$ cat src/design/gdo_pkg.sv
// shared types, constants and calendar tables for the gregorian date offset block
package gdo_pkg;

    localparam int SY_W  = 14;
    localparam int MON_W = 4;
    localparam int DAY_W = 5;
    localparam int WD_W  = 3;

    localparam int YEAR_W    = 16;
    localparam int YMOD_W    = 9;
    localparam int DAY_MIN_W = 19;

    localparam int CYCLE_DAYS  = 146097;
    localparam int CYCLE_YEARS = 400;
    localparam int YEAR_MIN    = 1;
    localparam int YEAR_MAX    = 9999;

    localparam int MONTH_JAN = 1;
    localparam int MONTH_FEB = 2;
    localparam int MONTH_DEC = 12;

    localparam int DIV100_MUL   = 5243;
    localparam int DIV400_SHIFT = 21;
    localparam int DIV7_MUL     = 37450;
    localparam int YMOD_LAST    = 399;

    typedef struct packed {
        logic back;
        logic cycle;
    } t_step_ctl;

    function automatic logic is_leap(input logic [YMOD_W-1:0] ymod);
        logic cent;
        cent = (ymod == 9'd0) || (ymod == 9'd100) || (ymod == 9'd200) || (ymod == 9'd300);
        return ((ymod[1:0] == 2'd0) && !cent) || (ymod == 9'd0);
    endfunction

    function automatic logic [DAY_W-1:0] month_days(input logic [MON_W-1:0] m,
                                                    input logic leap);
        logic [DAY_W-1:0] len;
        case (m)
            4'd2:    len = leap ? 5'd29 : 5'd28;
            4'd4:    len = 5'd30;
            4'd6:    len = 5'd30;
            4'd9:    len = 5'd30;
            4'd11:   len = 5'd30;
            default: len = 5'd31;
        endcase
        return len;
    endfunction

    // (13*m+8)/5 with january and february as months 13 and 14
    function automatic logic [5:0] month_term(input logic [MON_W-1:0] m);
        logic [5:0] t;
        case (m)
            4'd1:    t = 6'd35;
            4'd2:    t = 6'd38;
            4'd3:    t = 6'd9;
            4'd4:    t = 6'd12;
            4'd5:    t = 6'd14;
            4'd6:    t = 6'd17;
            4'd7:    t = 6'd19;
            4'd8:    t = 6'd22;
            4'd9:    t = 6'd25;
            4'd10:   t = 6'd27;
            4'd11:   t = 6'd30;
            4'd12:   t = 6'd32;
            default: t = 6'd0;
        endcase
        return t;
    endfunction

endpackage

$ cat src/design/gregorian_date_offset_top.sv
// top level: date offset sequencer, output register and checks
// Moves a Gregorian date forward (operation 0) or back (operation 1) by the
// magnitude of a signed day count and returns the new date with its weekday
// (0 = Sunday). One beat is taken at a time and o_in_stall stays high until
// its result has been loaded into the output register. From the accepting
// edge an item goes through loading and reducing the year, c steps of the
// shared day adder that skip whole 400-year cycles and one that finds no
// more to skip, k steps that walk one month each and one that finds the
// walk done, and the weekday pipeline; an invalid month goes straight to the
// error state. With the default 16-bit count c is 0 and k stays below about
// 1080. A finished result waits while i_out_stall holds the output register;
// the walk ends early once the year has left 1..9999 for good. Out-of-range
// results repeat the start date with range_error set and weekday 0.
module gregorian_date_offset_top
    import gdo_pkg::*;
#(
    parameter int OFFSET_BITS = 16
) (
    input  logic                          i_clk,
    input  logic                          i_rst_n,
    input  logic                          i_in_valid,
    output logic                          o_in_stall,
    input  logic                          i_operation,
    input  logic [SY_W-1:0]               i_start_year,
    input  logic [MON_W-1:0]              i_start_month,
    input  logic [DAY_W-1:0]              i_start_day,
    input  logic signed [OFFSET_BITS-1:0] i_day_offset,
    output logic                          o_out_valid,
    input  logic                          i_out_stall,
    output logic [SY_W-1:0]               o_end_year,
    output logic [MON_W-1:0]              o_end_month,
    output logic [DAY_W-1:0]              o_end_day,
    output logic [WD_W-1:0]               o_weekday,
    output logic                          o_range_error
);

    localparam int DW = (OFFSET_BITS + 1 > DAY_MIN_W) ? OFFSET_BITS + 1 : DAY_MIN_W;

    typedef enum logic [6:0] {
        S_IDLE  = 7'b0000001,
        S_INIT0 = 7'b0000010,
        S_INIT1 = 7'b0000100,
        S_CYC   = 7'b0001000,
        S_MON   = 7'b0010000,
        S_WDAY  = 7'b0100000,
        S_ERR   = 7'b1000000
    } t_state;

    t_state                    r_state, n_state;
    logic                      r_back, n_back;
    logic signed [YEAR_W-1:0]  r_y, n_y;
    logic [MON_W-1:0]          r_m, n_m;
    logic signed [DW-1:0]      r_d, n_d;
    logic [YMOD_W-1:0]         r_ymod, n_ymod;
    logic [5:0]                r_q400, n_q400;
    logic [SY_W-1:0]           r_sy, n_sy;
    logic [MON_W-1:0]          r_sm, n_sm;
    logic [DAY_W-1:0]          r_sd, n_sd;
    logic [1:0]                r_wcnt, n_wcnt;

    logic                      r_ovalid, n_ovalid;
    logic [SY_W-1:0]           r_oyear, n_oyear;
    logic [MON_W-1:0]          r_omonth, n_omonth;
    logic [DAY_W-1:0]          r_oday, n_oday;
    logic [WD_W-1:0]           r_oweek, n_oweek;
    logic                      r_oerr, n_oerr;

    logic [OFFSET_BITS-1:0]    mag;
    logic signed [DW-1:0]      day_ext;
    logic signed [DW-1:0]      mag_ext;
    logic [26:0]               y_prod;
    logic                      accept;
    logic                      out_free;
    logic                      err_now;
    logic                      out_of_range;
    t_step_ctl                 step_ctl;
    logic signed [DW-1:0]      step_day;
    logic                      step_more;
    logic [WD_W-1:0]           wd;

    assign accept   = i_in_valid && !o_in_stall;
    assign out_free = !r_ovalid || !i_out_stall;

    // magnitude of the count, the most negative value included
    assign mag     = i_day_offset[OFFSET_BITS-1] ? unsigned'(-i_day_offset)
                                                 : unsigned'(i_day_offset);
    assign day_ext = {{(DW-DAY_W){1'b0}}, i_start_day};
    assign mag_ext = {{(DW-OFFSET_BITS){1'b0}}, mag};
    assign y_prod  = {13'b0, r_sy} * 27'(DIV100_MUL);

    assign out_of_range = (r_y < YEAR_MIN) || (r_y > YEAR_MAX);
    assign err_now      = r_back ? (r_y < YEAR_MIN) : (r_y > YEAR_MAX);

    assign step_ctl.back  = r_back;
    assign step_ctl.cycle = (r_state == S_CYC);

    gdo_step_unit #(
        .DW(DW)
    ) u_step (
        .i_ctl      (step_ctl),
        .i_month    (r_m),
        .i_ymod     (r_ymod),
        .i_day      (r_d),
        .o_day_next (step_day),
        .o_more     (step_more)
    );

    gdo_weekday u_weekday (
        .i_clk     (i_clk),
        .i_year    (r_y[SY_W-1:0]),
        .i_month   (r_m),
        .i_day     (r_d[DAY_W-1:0]),
        .o_weekday (wd)
    );

    always_comb begin
        n_state  = r_state;
        n_back   = r_back;
        n_y      = r_y;
        n_m      = r_m;
        n_d      = r_d;
        n_ymod   = r_ymod;
        n_q400   = r_q400;
        n_sy     = r_sy;
        n_sm     = r_sm;
        n_sd     = r_sd;
        n_wcnt   = r_wcnt;
        n_ovalid = r_ovalid && i_out_stall;
        n_oyear  = r_oyear;
        n_omonth = r_omonth;
        n_oday   = r_oday;
        n_oweek  = r_oweek;
        n_oerr   = r_oerr;

        unique case (r_state)
            S_IDLE: begin
                if (accept) begin
                    n_back = i_operation;
                    n_sy   = i_start_year;
                    n_sm   = i_start_month;
                    n_sd   = i_start_day;
                    n_y    = {2'b0, i_start_year};
                    n_m    = i_start_month;
                    n_d    = i_operation ? day_ext - mag_ext : day_ext + mag_ext;
                    if ((i_start_month == '0) || (i_start_month > MON_W'(MONTH_DEC))) begin
                        n_state = S_ERR;
                    end else begin
                        n_state = S_INIT0;
                    end
                end
            end
            S_INIT0: begin
                n_q400  = y_prod[DIV400_SHIFT+5:DIV400_SHIFT];
                n_state = S_INIT1;
            end
            S_INIT1: begin
                n_ymod  = YMOD_W'(r_sy - ({8'b0, r_q400} * 14'd400));
                n_state = S_CYC;
            end
            S_CYC: begin
                if (err_now) begin
                    n_state = S_ERR;
                end else if (step_more) begin
                    n_d = step_day;
                    n_y = r_back ? r_y - YEAR_W'(CYCLE_YEARS) : r_y + YEAR_W'(CYCLE_YEARS);
                end else begin
                    n_state = S_MON;
                end
            end
            S_MON: begin
                if (err_now) begin
                    n_state = S_ERR;
                end else if (step_more) begin
                    n_d = step_day;
                    if (r_back) begin
                        if (r_m == MON_W'(MONTH_JAN)) begin
                            n_m    = MON_W'(MONTH_DEC);
                            n_y    = r_y - 16'sd1;
                            n_ymod = (r_ymod == '0) ? YMOD_W'(YMOD_LAST) : r_ymod - 9'd1;
                        end else begin
                            n_m = r_m - 4'd1;
                        end
                    end else begin
                        if (r_m == MON_W'(MONTH_DEC)) begin
                            n_m    = MON_W'(MONTH_JAN);
                            n_y    = r_y + 16'sd1;
                            n_ymod = (r_ymod == YMOD_W'(YMOD_LAST)) ? '0 : r_ymod + 9'd1;
                        end else begin
                            n_m = r_m + 4'd1;
                        end
                    end
                end else if (out_of_range) begin
                    n_state = S_ERR;
                end else begin
                    n_wcnt  = '0;
                    n_state = S_WDAY;
                end
            end
            S_WDAY: begin
                if (r_wcnt != 2'd3) begin
                    n_wcnt = r_wcnt + 2'd1;
                end else if (out_free) begin
                    n_ovalid = 1'b1;
                    n_oyear  = r_y[SY_W-1:0];
                    n_omonth = r_m;
                    n_oday   = r_d[DAY_W-1:0];
                    n_oweek  = wd;
                    n_oerr   = 1'b0;
                    n_state  = S_IDLE;
                end
            end
            S_ERR: begin
                if (out_free) begin
                    n_ovalid = 1'b1;
                    n_oyear  = r_sy;
                    n_omonth = r_sm;
                    n_oday   = r_sd;
                    n_oweek  = '0;
                    n_oerr   = 1'b1;
                    n_state  = S_IDLE;
                end
            end
            default: begin
                n_state = S_IDLE;
            end
        endcase
    end

    always_ff @(posedge i_clk) begin
        if (!i_rst_n) begin
            r_state  <= S_IDLE;
            r_ovalid <= 1'b0;
            r_wcnt   <= '0;
        end else begin
            r_state  <= n_state;
            r_ovalid <= n_ovalid;
            r_wcnt   <= n_wcnt;
        end
    end

    always_ff @(posedge i_clk) begin
        r_back   <= n_back;
        r_y      <= n_y;
        r_m      <= n_m;
        r_d      <= n_d;
        r_ymod   <= n_ymod;
        r_q400   <= n_q400;
        r_sy     <= n_sy;
        r_sm     <= n_sm;
        r_sd     <= n_sd;
        r_oyear  <= n_oyear;
        r_omonth <= n_omonth;
        r_oday   <= n_oday;
        r_oweek  <= n_oweek;
        r_oerr   <= n_oerr;
    end

    assign o_in_stall    = (r_state != S_IDLE);
    assign o_out_valid   = r_ovalid;
    assign o_end_year    = r_oyear;
    assign o_end_month   = r_omonth;
    assign o_end_day     = r_oday;
    assign o_weekday     = r_oweek;
    assign o_range_error = r_oerr;

    a_busy_after_accept: assert property (@(posedge i_clk) disable iff (!i_rst_n)
        accept |=> o_in_stall)
        else $error("block took a beat but did not go busy");

    a_result_source: assert property (@(posedge i_clk) disable iff (!i_rst_n)
        $rose(o_out_valid) |-> ($past(r_state) == S_WDAY || $past(r_state) == S_ERR))
        else $error("result appeared outside a finishing state");

    a_error_weekday: assert property (@(posedge i_clk) disable iff (!i_rst_n)
        (o_out_valid && o_range_error) |-> (o_weekday == '0))
        else $error("error result carries a weekday");

    a_good_result: assert property (@(posedge i_clk) disable iff (!i_rst_n)
        (o_out_valid && !o_range_error) |->
        (o_end_year >= SY_W'(YEAR_MIN) && o_end_year <= SY_W'(YEAR_MAX)
         && o_end_month >= MON_W'(MONTH_JAN) && o_end_month <= MON_W'(MONTH_DEC)
         && o_weekday <= 3'd6))
        else $error("good result outside calendar range");

    a_walk_month: assert property (@(posedge i_clk) disable iff (!i_rst_n)
        (r_state == S_CYC || r_state == S_MON) |->
        (r_m >= MON_W'(MONTH_JAN) && r_m <= MON_W'(MONTH_DEC)))
        else $error("month left 1..12 during the walk");

endmodule

$ cat src/design/gdo_step_unit.sv
// shared day adder: one month or one 400-year cycle per step, with loop test
module gdo_step_unit
    import gdo_pkg::*;
#(
    parameter int DW = 19
) (
    input  t_step_ctl               i_ctl,
    input  logic [MON_W-1:0]        i_month,
    input  logic [YMOD_W-1:0]       i_ymod,
    input  logic signed [DW-1:0]    i_day,
    output logic signed [DW-1:0]    o_day_next,
    output logic                    o_more
);

    localparam logic signed [DW-1:0] FWD_CYC_LIMIT = DW'(CYCLE_DAYS + 31);
    localparam logic signed [DW-1:0] BWD_CYC_LIMIT = DW'(1 - CYCLE_DAYS);
    localparam logic signed [DW-1:0] CYC_STEP      = DW'(CYCLE_DAYS);

    logic [MON_W-1:0]         len_month;
    logic [DAY_W-1:0]         len;
    logic signed [DW-1:0]     len_ext;
    logic signed [DW-1:0]     operand;

    always_comb begin
        len_month = i_month;
        if (i_ctl.back) begin
            len_month = (i_month == MON_W'(MONTH_JAN)) ? MON_W'(MONTH_DEC)
                                                       : i_month - 4'd1;
        end
        len     = month_days(len_month, is_leap(i_ymod));
        len_ext = {{(DW-DAY_W){1'b0}}, len};
        operand = i_ctl.cycle ? CYC_STEP : len_ext;
        o_day_next = i_ctl.back ? i_day + operand : i_day - operand;
        case ({i_ctl.cycle, i_ctl.back})
            2'b10:   o_more = i_day > FWD_CYC_LIMIT;
            2'b11:   o_more = i_day < BWD_CYC_LIMIT;
            2'b00:   o_more = i_day > len_ext;
            default: o_more = i_day[DW-1] || (i_day == '0);
        endcase
    end

endmodule

$ cat src/design/gdo_weekday.sv
// three-stage weekday pipeline, zeller-style formula with constant reciprocals
module gdo_weekday
    import gdo_pkg::*;
(
    input  logic               i_clk,
    input  logic [SY_W-1:0]    i_year,
    input  logic [MON_W-1:0]   i_month,
    input  logic [DAY_W-1:0]   i_day,
    output logic [WD_W-1:0]    o_weekday
);

    logic [SY_W-1:0]  ya;
    logic [26:0]      prod100;
    logic [6:0]       md;
    logic [29:0]      prod7;
    logic [SY_W-1:0]  n_v;

    logic [SY_W-1:0]  r_ya;
    logic [6:0]       r_q100;
    logic [6:0]       r_md;
    logic [SY_W-1:0]  r_v;
    logic [SY_W-1:0]  r_v2;
    logic [10:0]      r_q7;

    always_comb begin
        ya = ((i_month == MON_W'(MONTH_JAN)) || (i_month == MON_W'(MONTH_FEB)))
           ? i_year - 14'd1 : i_year;
        prod100 = {13'b0, ya} * 27'(DIV100_MUL);
        md      = {1'b0, month_term(i_month)} + {2'b0, i_day};
        n_v     = r_ya + {2'b0, r_ya[SY_W-1:2]} - {7'b0, r_q100}
                + {9'b0, r_q100[6:2]} + {7'b0, r_md};
        prod7   = {16'b0, r_v} * 30'(DIV7_MUL);
    end

    always_ff @(posedge i_clk) begin
        r_ya   <= ya;
        r_q100 <= prod100[25:19];
        r_md   <= md;
        r_v    <= n_v;
        r_v2   <= r_v;
        r_q7   <= prod7[28:18];
    end

    assign o_weekday = WD_W'(r_v2 - ({3'b0, r_q7} * 14'd7));

endmodule

$ cat config.mk
export PLATFORM = sky130hd
export DESIGN_NAME = gregorian_date_offset_top
export DESIGN_NICKNAME = d
export VERILOG_FILES = /design/src/design/gdo_pkg.sv /design/src/design/gregorian_date_offset_top.sv /design/src/design/gdo_step_unit.sv /design/src/design/gdo_weekday.sv
export SDC_FILE = /design/constraint.sdc
export NUM_CORES = 1
export LEC_CHECK = 0
export ABC_AREA = 0
export ABC_CLOCK_PERIOD_IN_PS = 6800
export BUFFER_PORTS_ARGS = -buffer_cell sky130_fd_sc_hd__buf_2
export CORE_MARGIN = 3
export CORE_UTILIZATION = 31
export DETAILED_ROUTE_END_ITERATION = 10
export SLEW_MARGIN = 20
export SYNTH_ARGS = -nofsm -noshare
export SYNTH_HDL_FRONTEND = slang
export SYNTH_HIERARCHICAL = 1
export SYNTH_SLANG_ARGS = --single-unit
$ cat constraint.sdc
create_clock -name i_clk -period 6.8 [get_ports i_clk]
set_input_delay 0.68 -clock i_clk [delete_from_list [all_inputs] [get_ports i_clk]]
set_output_delay 0.68 -clock i_clk [all_outputs]
set_load 0.05 [all_outputs]
Yosys cells after proc, flatten, opt, wreduce, memory -nomap -nowiden
Memories as Yosys holds them, arrays and structs flattened. A register that Yosys moved wholly into a read port is not among the register bits. Cells that the tools add are included.

Bits in registers: 171. ROM bits: 96. Input port bits: 44. Output and inout bits: 29. Memories: 1.

Memories: (no name shown) (words 16, bits a word 6, read ports 1, clocked after memory_dff 1, wr ports 0, line gdo_pkg.sv:55) `case (m)`.

Add/sub/neg operators: 22. Multipliers: 5. Order comparisons: 6. Equal/unequal tests: 40. Muxes and demuxes: 78. Reductions and logical operators: 37.

Operators by type and width (count): $mux W16 (10); $mux W19 (5); $mux W7 (9); $mux W9 (7); $mux W14 (4); $pmux W7 S7 (1); $pmux W16 S3 (1); $mux W4 (11); $pmux W19 S2 (1); $mul A14 B15 Y28 const B (1); $pmux W14 S2 (1); $mul A14 B13 Y27 const B (1); $mul A14 B13 Y26 const B (1); $ne A2 B2 Y1 const B (13); $pmux W5 S2 (2); $add A19 B19 Y19 (1); $gt A19 B19 Y1 const B (1); $gt A19 B6 Y1 (1); $logic_not A19 Y1 (1); $lt A19 B19 Y1 const B (1); $sub A19 B19 Y19 (1); $eq A9 B9 Y1 const B (2); $mux W18 (1); $pmux W9 S2 (1); 65 further kinds (110).

Longest topological paths before layout
Gate-level depths: netlist (run 1).

Depth after elaboration: 15. Mapped depth: 25.

By module
Netlist (run 1), hierarchy kept.

By module, submodules not included: gregorian_date_offset_top (instances 1, cells each 1054, area each 10517.6 um2); gdo_weekday (instances 1, cells each 859, area each 8245.4 um2); gdo_step_unit (instances 1, cells each 197, area each 1407.6 um2).

Least setup slack after synthesis (run 1)
No wires, ideal clock.

Path type: flip-flop to flip-flop. From: register r_y[5]. To: register u_weekday.r_q100[6]. Data arrival time: 6.184 ns. Slack: 0.495 ns. Cell stages (with the launch flop): 19. Path buffers: 0. Clock period less this slack: 6.305 ns. Path through: edfxtp_1 > or4_4 > or4b_2 > xor2_1 > inv_1 > ha_1 > inv_1 > fa_1 > inv_1 > fa_1 > ha_1 > fa_1 > ha_1 > a2111oi_0 > o21ai_1 > a21o_1 > a41o_1 > a221o_1 > xnor2_1.

Cells in the longest elaborated chain, start to end: 3.

Ends and longest elaborated chain: start: declaration (line gregorian_date_offset_top.sv:51) `logic signed [YEAR_W-1:0] r_y, n_y;`; start signal: assignment (line gregorian_date_offset_top.sv:243) `r_y <= n_y;`; $sub A14 B1 Y14 (line gdo_weekday.sv:27) `? i_year - 14'd1 : i_year;`; $mux W14 (line gdo_weekday.sv:27); net u_weekday.ya[7] (line gdo_weekday.sv:12) `logic [SY_W-1:0] ya;`; $mul A14 B13 Y26 (line gdo_weekday.sv:28) `prod100 = {13'b0, ya} * 27'(DIV100_MUL);`; net u_weekday.prod100[25] (line gdo_weekday.sv:13) `logic [26:0] prod100;`; end signal: assignment (line gdo_weekday.sv:37) `r_q100 <= prod100[25:19];`; end: declaration (line gdo_weekday.sv:19) `logic [6:0] r_q100;`.

The timed path passes the listed nets, and every way through them passes these cells. A chain may end at the register's enable or synchronous reset.

Final worst setup path (run 1)
From: register r_m[1]. To: register u_weekday.r_q100[4].

Cells in the longest elaborated chain, start to end: 4. Elaborated cells between the ends (all ways): 5.

Ends and longest elaborated chain: start: declaration (line gregorian_date_offset_top.sv:52) `logic [MON_W-1:0] r_m, n_m;`; start signal: assignment (line gregorian_date_offset_top.sv:244) `r_m <= n_m;`; $eq A4 B1 Y1 / $eq A4 B2 Y1 (equally long branches) (line gdo_weekday.sv:26) `ya = ((i_month == MON_W'(MONTH_JAN)) || (i_month == MON_W'(MONTH_FEB)))`; $logic_or A1 B1 Y1 * (line gdo_weekday.sv:26); $mux W14 * (line gdo_weekday.sv:27); net u_weekday.ya[11] (line gdo_weekday.sv:12); $mul A14 B13 Y26 * (line gdo_weekday.sv:28); net u_weekday.prod100[23] (line gdo_weekday.sv:13).

The timed path passes the listed nets; every way through them passes the cells marked *.

==> impl_metrics.yaml, run 1 <==
synth:
  yosysTopAreaCell: "ha_1"
  synth_enable_flop_cells: 104
  synthDistinctLibCells: 88
  synth_nets: 2686
  yosys.area.top_type_share_pct: 22.2
  ys_seq_area_share_pct: 21.2
  ys_async_sr_fraction_pct: 0
  synthFlopType: "edfxtp_1"
  synth-seq-cells: 162
  syn_inst: 2110
  yosys_warnings: 6
  syn_area_per_cell_sq_um: 9.56
  syn_area_sq_um: 20200
  synthTopCellsByArea: "ha_1, fa_1, edfxtp_1"
clock_tree:
  cts.clk_slew.worst_paths_ps: 80
  cts_tree: "yes"
  cts_setup_buffers: 0
  numCtsBuffers: 17
  clock-sinks: 162
  clock_path_buffers: 2
  insertion_delay_ps: 460
  cts_hold_buffers: 0
  htree_levels: 4
  root_buffer: "clkbuf_16"
  ctsResizeCount: 0
sta:
  setup_viol: 0
  fin_crit_sh_pct: 94.7
  drv_slew: 0
  timing.fmax_mhz: 155
  finalHoldViolations: 0
  layout_setup_ws_ps: 358
  clock_skew_ps: 17.7
  maxSlewHeadroom_pct: 24.6
  min_period_ps: 6440
  worstMarginPinSlew_ps: 1130
  rsz0062_at_grt: "false"
  tns_ps: 0
global_routing:
  grt_busiest_layer: "met2"
  antenna_found_initial: 3
  grt_max_degree: 50
  overflow: 0
  grt.met2_usage_pct: 25.5
  grt_pass1_vias: 15722
  use_met3_pct: 1.93
  grt_pass1_wl_microns: 80800
  grt_use_met1_pct: 19.9
  grt_usage_pct: 14.8
die:
  core.rowCount: 92
  dieArea_sq_um: 68200
  pin_count: 73
  die_y_microns: 261
  die_w_microns: 261
  initial_utilization_pct: 31.6
  core-area_sq_um: 63800
worst_setup_path:
  worstPathMaxFanout: 4
  crit_top_cell: "inv_1"
  max_stage_delay_ps: 540
  path_class: "reg -> reg"
  critPathCapture: "u_weekday/r_q100[4]"
  startpoint: "r_m[1]"
  critPathCaptureType: "flip-flop"
  worstPathCellList: "inv_1, ha_1, nor2_1, nor4_4, nand2_1, nor3_1, xnor2_2, inv_1, ha_1, inv_1, fa_1, inv_1, fa_1, fa_1, inv_1, fa_1, inv_1, ha_1, a21o_1, a311o_1, a211oi_1, a21oi_1, or4_1, nand3_1"
  reg2regPathDepth: 24
  cpMaxStageDelayCell: "fa_1"
  r2r-end: "u_weekday/r_q100[4]"
  ff2ff_setup_slack_ps: 360
  timing.rr.start: "r_m[1]"
  worstPathRequired_ps: 7200
  critPathLaunchType: "flip-flop"
  cp.arrival_ps: 6840
detailed_routing:
  first_pass_iters: 5
  wirelength_microns: 48600
  ant_nets: 0
  drc_errors: 0
  vias_per_cell: 4.86
  wl_per_cell_microns: 15.9
  num_vias: 14888
  drtIter0Drc: 786
cells_and_area:
  num-fill-cells: 6455
  drive_above_1_share_pct: 8.85
  nets: 2778
  area_growth_pct: 10.7
  stdcell_count: 3062
worst_hold_path:
  hold_class: "reg -> reg"
placement:
  dp.cells: 3029
  port-buffer-count: 72
  hpwlAfterDp_microns: 40500
  pre_cts_slack_ps: 431
  place.gp.congestion: 0.924
job:
  max-cap-violations: 0
status:
  status: "finished clean"
[metal layers]
metal / part of all wire (%) / wire length (microns)
met3: 4.1 / 2000
met4: 0.79 / 385
met5: 0.027 / 13
met2: 48 / 23200
met1: 47 / 23000
[kinds of logic after synthesis]
family | count (synthesis) | synth area share (%)
DFF | 162 | 21.2
and+or+nand+nor | 412 | 10.6
AOI/OAI and AO/OA | 389 | 12.7
xor gates and xnor gates | 144 | 6.29
muxes | 23 | 1.26
adders and majority gates | 532 | 39.5
buffers and inverters | 448 | 8.45
[synthesized netlist by cell type (15+ instances only)]
library cell and count:
inv_1 414, ha_1 358, fa_1 174, nand2_1 118, edfxtp_1 104, xnor2_1 95
a21oi_1 90, nor2_1 79, o21ai_0 77, dfxtp_1 58, xor2_1 48, nor3_1 39
a21o_1 33, o21ai_1 32, nand3_1 30, clkbuf_1 26, mux2_2 19, nor2b_1 16
nand4_1 15, o21a_1 15
[sequential cells by signal (all words and copies together), names as in the netlist, 5 cells and up]
register / cells
o_end_day: 5
o_end_year: 14
r_d: 19
r_q400: 5
r_sd: 5
r_state: 7
r_sy: 14
r_y: 16
r_ymod: 9
u_weekday/r_md: 7
u_weekday/r_q100: 7
u_weekday/r_v: 14
u_weekday/r_ya: 14
[worst max-delay path: cells and delay by family (launching register included)]
| kind | cells | cell delay, ps |
|---|---|---|
| fa+ha+maj | 7 | 2940 |
| buf+inv | 6 | 460 |
| compound gates | 4 | 940 |
| simple gates | 6 | 1370 |
| flops | 1 | 420 |
| xor+xnor | 1 | 220 |
[cell type report]
type                       count  area, sq um  area share (%)
multi-input combinational   1500        14200            63.6
sequential                   162         4280            19.2
inverter                     416         1560            6.99
tap                          846         1060            4.74
timing repair buffer         105          608            2.72
clock buffer                  18          450            2.02
clock inverter                14          155           0.695
antenna                        1         2.50          0.0112
[worst min path at each step]
| stage | from | to | slack, ps | depth (start not counted) |
|---|---|---|---|---|
| global placement | u_weekday/r_v[1] | u_weekday/r_v2[1] | 380 | 0 |
| CTS | i_in_valid | r_state[0] | 400 | 2 |
| detailed placement | u_weekday/r_v[1] | u_weekday/r_v2[1] | 400 | 0 |
| finish | u_weekday/r_v[1] | u_weekday/r_v2[1] | 400 | 0 |
| floorplan | u_weekday/r_v[1] | u_weekday/r_v2[1] | 360 | 0 |
| global route | i_start_year[12] | r_sy[12] | 400 | 1 |
[stage by stage]
step / area (sq um) / util (%) / hold slack [ps]
floorplan: 20200 / - / 359
global placement: 21700 / 34.0 / 384
detailed placement: 21700 / 34.0 / 399
CTS: 22300 / 35.0 / 404
global route: 22300 / 35.0 / 403
finish: 22300 / 35.0 / 402
[cell usage in the layout (no fill, tap or decap), types with 15 or more instances in the layout]
cell         n
dfxtp_1     58
nor3_1      39
o21ai_0     77
edfxtp_1   104
o21a_1      15
buf_2       72
nor2b_1     16
mux2_2      19
nand2_1    117
a21oi_1     90
xnor2_1     94
a21o_1      33
buf_4       33
xor2_1      48
o21ai_1     32
nor2_1      77
ha_1       358
inv_1      414
nand4_1     15
nand3_1     30
fa_1       174
clkbuf_16   18
Power of run 1 is left out: the tool's default activity adds up to more than one toggle a clock period on the data nets, which glitch-free logic cannot reach.
==> run 2: changes to the inputs <==
--- a/config.mk
+++ b/config.mk
@@ -14,5 +14,4 @@
 export SLEW_MARGIN = 20
 export SYNTH_ARGS = -nofsm -noshare
 export SYNTH_HDL_FRONTEND = slang
-export SYNTH_HIERARCHICAL = 1
 export SYNTH_SLANG_ARGS = --single-unit
==> run 2 against run 1 <==
  * Synthesized cell count is 0.66% lower
  * Highest routed layer unchanged
  * First-iteration DRC count is 3.7% lower
  * Register-to-register slack hardly changed
  * Clock-buffer cell count is 2 higher
  * Final cell count is 0.98% lower
  * Die area is 1.2% lower
  * Global-route usage hardly changed
  * Setup slack worse by 7.4 ps
  * Clock skew is 2.5 ps lower
  * Hold slack worse by 14 ps
  * Core utilization is 0.15 points lower
  * Sequential share of layout area is 0.77 points higher
==> impl_metrics.yaml, run 2 <==
status:
  status: "finished clean"
placement:
  port-buffer-count: 72
  place.gp.congestion: 0.883
  hpwlAfterDp_microns: 39600
synth:
  ys_async_sr_fraction_pct: 0
  synthDistinctLibCells: 85
  synthTopCellsByCount: "inv_1, ha_1, fa_1, nand2_1"
  synthFlopType: "edfxtp_1"
  synth_enable_flop_cells: 104
  syn_inst: 2096
  ys_seq_area_share_pct: 22.1
  yosys_warnings: 0
  synth.most_common_cell: "inv_1"
  syn_area_sq_um: 19900
  synth-seq-cells: 168
  syn_area_per_cell_sq_um: 9.51
  synthTopCellsByArea: "ha_1, fa_1, edfxtp_1"
  yosysTopAreaCell: "ha_1"
  synth_nets: 2670
  yosys.area.top_type_share_pct: 22.4
job:
  max-cap-violations: 0
global_routing:
  grt_usage_pct: 14.8
  overflow: 0
  grt_pass1_vias: 15302
  antenna_found_initial: 5
  grt_pass1_wl_microns: 79100
  grt_max_degree: 36
clock_tree:
  htree_levels: 4
  clock-sinks: 168
  insertion_delay_ps: 480
  cts_setup_buffers: 0
  clock_path_buffers: 2
  root_buffer: "clkbuf_16"
  cts.clk_slew.worst_paths_ps: 70
  numCtsBuffers: 17
  cts_hold_buffers: 0
  cts_tree: "yes"
sta:
  fin_crit_sh_pct: 94.8
  tns_ps: 0
  worstMarginPinSlew_ps: 947
  timing.fmax_mhz: 155
  finalHoldViolations: 0
  min_period_ps: 6450
  clock_skew_ps: 15.1
  drv_slew: 0
  setup_viol: 0
  maxSlewHeadroom_pct: 36.8
  rsz0062_at_grt: "false"
cells_and_area:
  drive_above_1_share_pct: 7.97
  layout_commonest_cell: "inv_1"
  nets: 2745
  reg_top3: "r_d: 19 flops, r_y: 16 flops"
  largest_register: "r_d"
  area_growth_pct: 10.8
  final_cell_mix: "inv_1, ha_1, fa_1, nand2_1, edfxtp_1"
  largest_reg_flops: 19
worst_setup_path:
  critPathCaptureType: "flip-flop"
  cpMaxStageDelayCell: "edfxtp_1"
  critPathLaunchType: "flip-flop"
  worstPathCellList: "nor3_1, nand2_1, nor2_1, nand3_1, nor3_1, xnor2_2, inv_2, fa_1, ha_1, fa_1, inv_1, fa_1, fa_1, inv_1, ha_1, o21a_1, o21a_1, o221a_2, o41ai_4, a2111oi_1, o21a_1, nor2_1, xnor2_1"
  worstPathMaxFanout: 9
  path_class: "reg -> reg"
  cp.arrival_ps: 6820
  startpoint: "r_y[2]"
  cpLargestDelayFamily: "adder cells"
  worst-path-buf-inv: 3
  crit_top_cell: "fa_1"
  max_stage_delay_ps: 550
  worstPathRequired_ps: 7170
  timing.rr.start: "r_y[2]"
die:
  pin_count: 73
  core.rowCount: 92
  die_y_microns: 260
  die_w_microns: 260
  initial_utilization_pct: 31.5
  core-area_sq_um: 63300
  dieArea_sq_um: 67400
detailed_routing:
  wl_per_cell_microns: 15.8
  ant_nets: 0
  vias_per_cell: 4.83
  drc_errors: 0
  num_vias: 14657
  first_pass_iters: 7
  wirelength_microns: 47900
  drtIter0Drc: 757
worst_hold_path:
  hp-start: "u_weekday.r_v[1]"
  hold_class: "reg -> reg"
[run 2: changes by cell type after synthesis, moves of 6 or more]
| cell | delta |
|---|---|
| clkbuf_1 | +16 |
| nor2_1 | +6 |
| a211o_1 | +6 |
| mux2_2 | -17 |
| o211ai_1 | -8 |
| a21oi_1 | +14 |
| and2_1 | -6 |
| xnor2_1 | +7 |
| o21ai_0 | +19 |
| a21o_1 | -10 |
| dfxtp_1 | +6 |
| o21ai_1 | -31 |
[run 2: cells by family after synthesis]
logic type / share of synthesized area, %
AO/OA/AOI/OAI: 12.0
adder cells (fa/ha/maj): 39.8
multiplexers: 0.515
XOR/XNOR: 6.73
buffers and inverters: 8.77
flip-flops: 22.1
AND/OR/NAND/NOR: 10.0
[run 2: routing by layer]
| layer | part of all wire (%) | up-vias | global-route usage (%) | routed length, microns |
|---|---|---|---|---|
| met1 | 47 | 7117 | 19.5 | 22500 |
| li1 | - | 7205 | - | - |
| met2 | 46 | 276 | 24.4 | 22100 |
| met5 | 0.11 | - | 0 | 53 |
| met4 | 1.8 | 6 | 4.00 | 850 |
| met3 | 5.0 | 53 | 3.23 | 2390 |
[run 2: through the flow]
stage / hold WS (ps) / setup slack [ps] / utilization (%) / instances / instance area, sq um
2_1_floorplan: 358 / 431 / - / 2096 / 19900
3_3_place_gp: 381 / 156 / 33.8 / 2997 / 21400
3_5_place_dp: 380 / 26.3 / 33.8 / 2997 / 21400
4_1_cts: 360 / 108 / 34.8 / 3029 / 22000
5_1_grt: 380 / 42.2 / 34.9 / 3030 / 22100
6_report: 388 / 351 / 34.9 / 3032 / 22100
[run 2: what timing repair did]
action | 4_1_cts | 5_1_grt
cloned | 0 | 0
setup endpoints to repair | 1 | 3
pin swaps | 0 | 0
gates resized for setup | 1 | 7
[run 2: final cells by class]
class	count	area, sq um
inverters	414	1550
repair buffers	106	636
fillers	6482	41200
multi-input cells	1464	13800
flip-flops and latches	168	4400
diodes	2	5.00
clock inverters	12	108
clock buffers	20	489
well taps	846	1060
[run 2: final timing paths]
path                               to  slack, ps  depth (start not counted)
setup / recovery  u_weekday.r_q100[6]        350                         23
setup reg to reg  u_weekday.r_q100[6]        350                         23
hold reg to reg     u_weekday.r_v2[1]        390                          0
hold / removal      u_weekday.r_v2[1]        390                          0
[run 2: worst reg2reg max path, delay by kind of cell (launching register included)]
family | cells | cell delay (ps)
adders and majority gates | 6 | 2650
and+or+nand+nor | 6 | 1250
buffers and inverters | 3 | 270
DFF | 1 | 550
AOI/OAI and AO/OA | 6 | 1260
xor gates and xnor gates | 2 | 350
Power of run 2 is left out for the same reason.
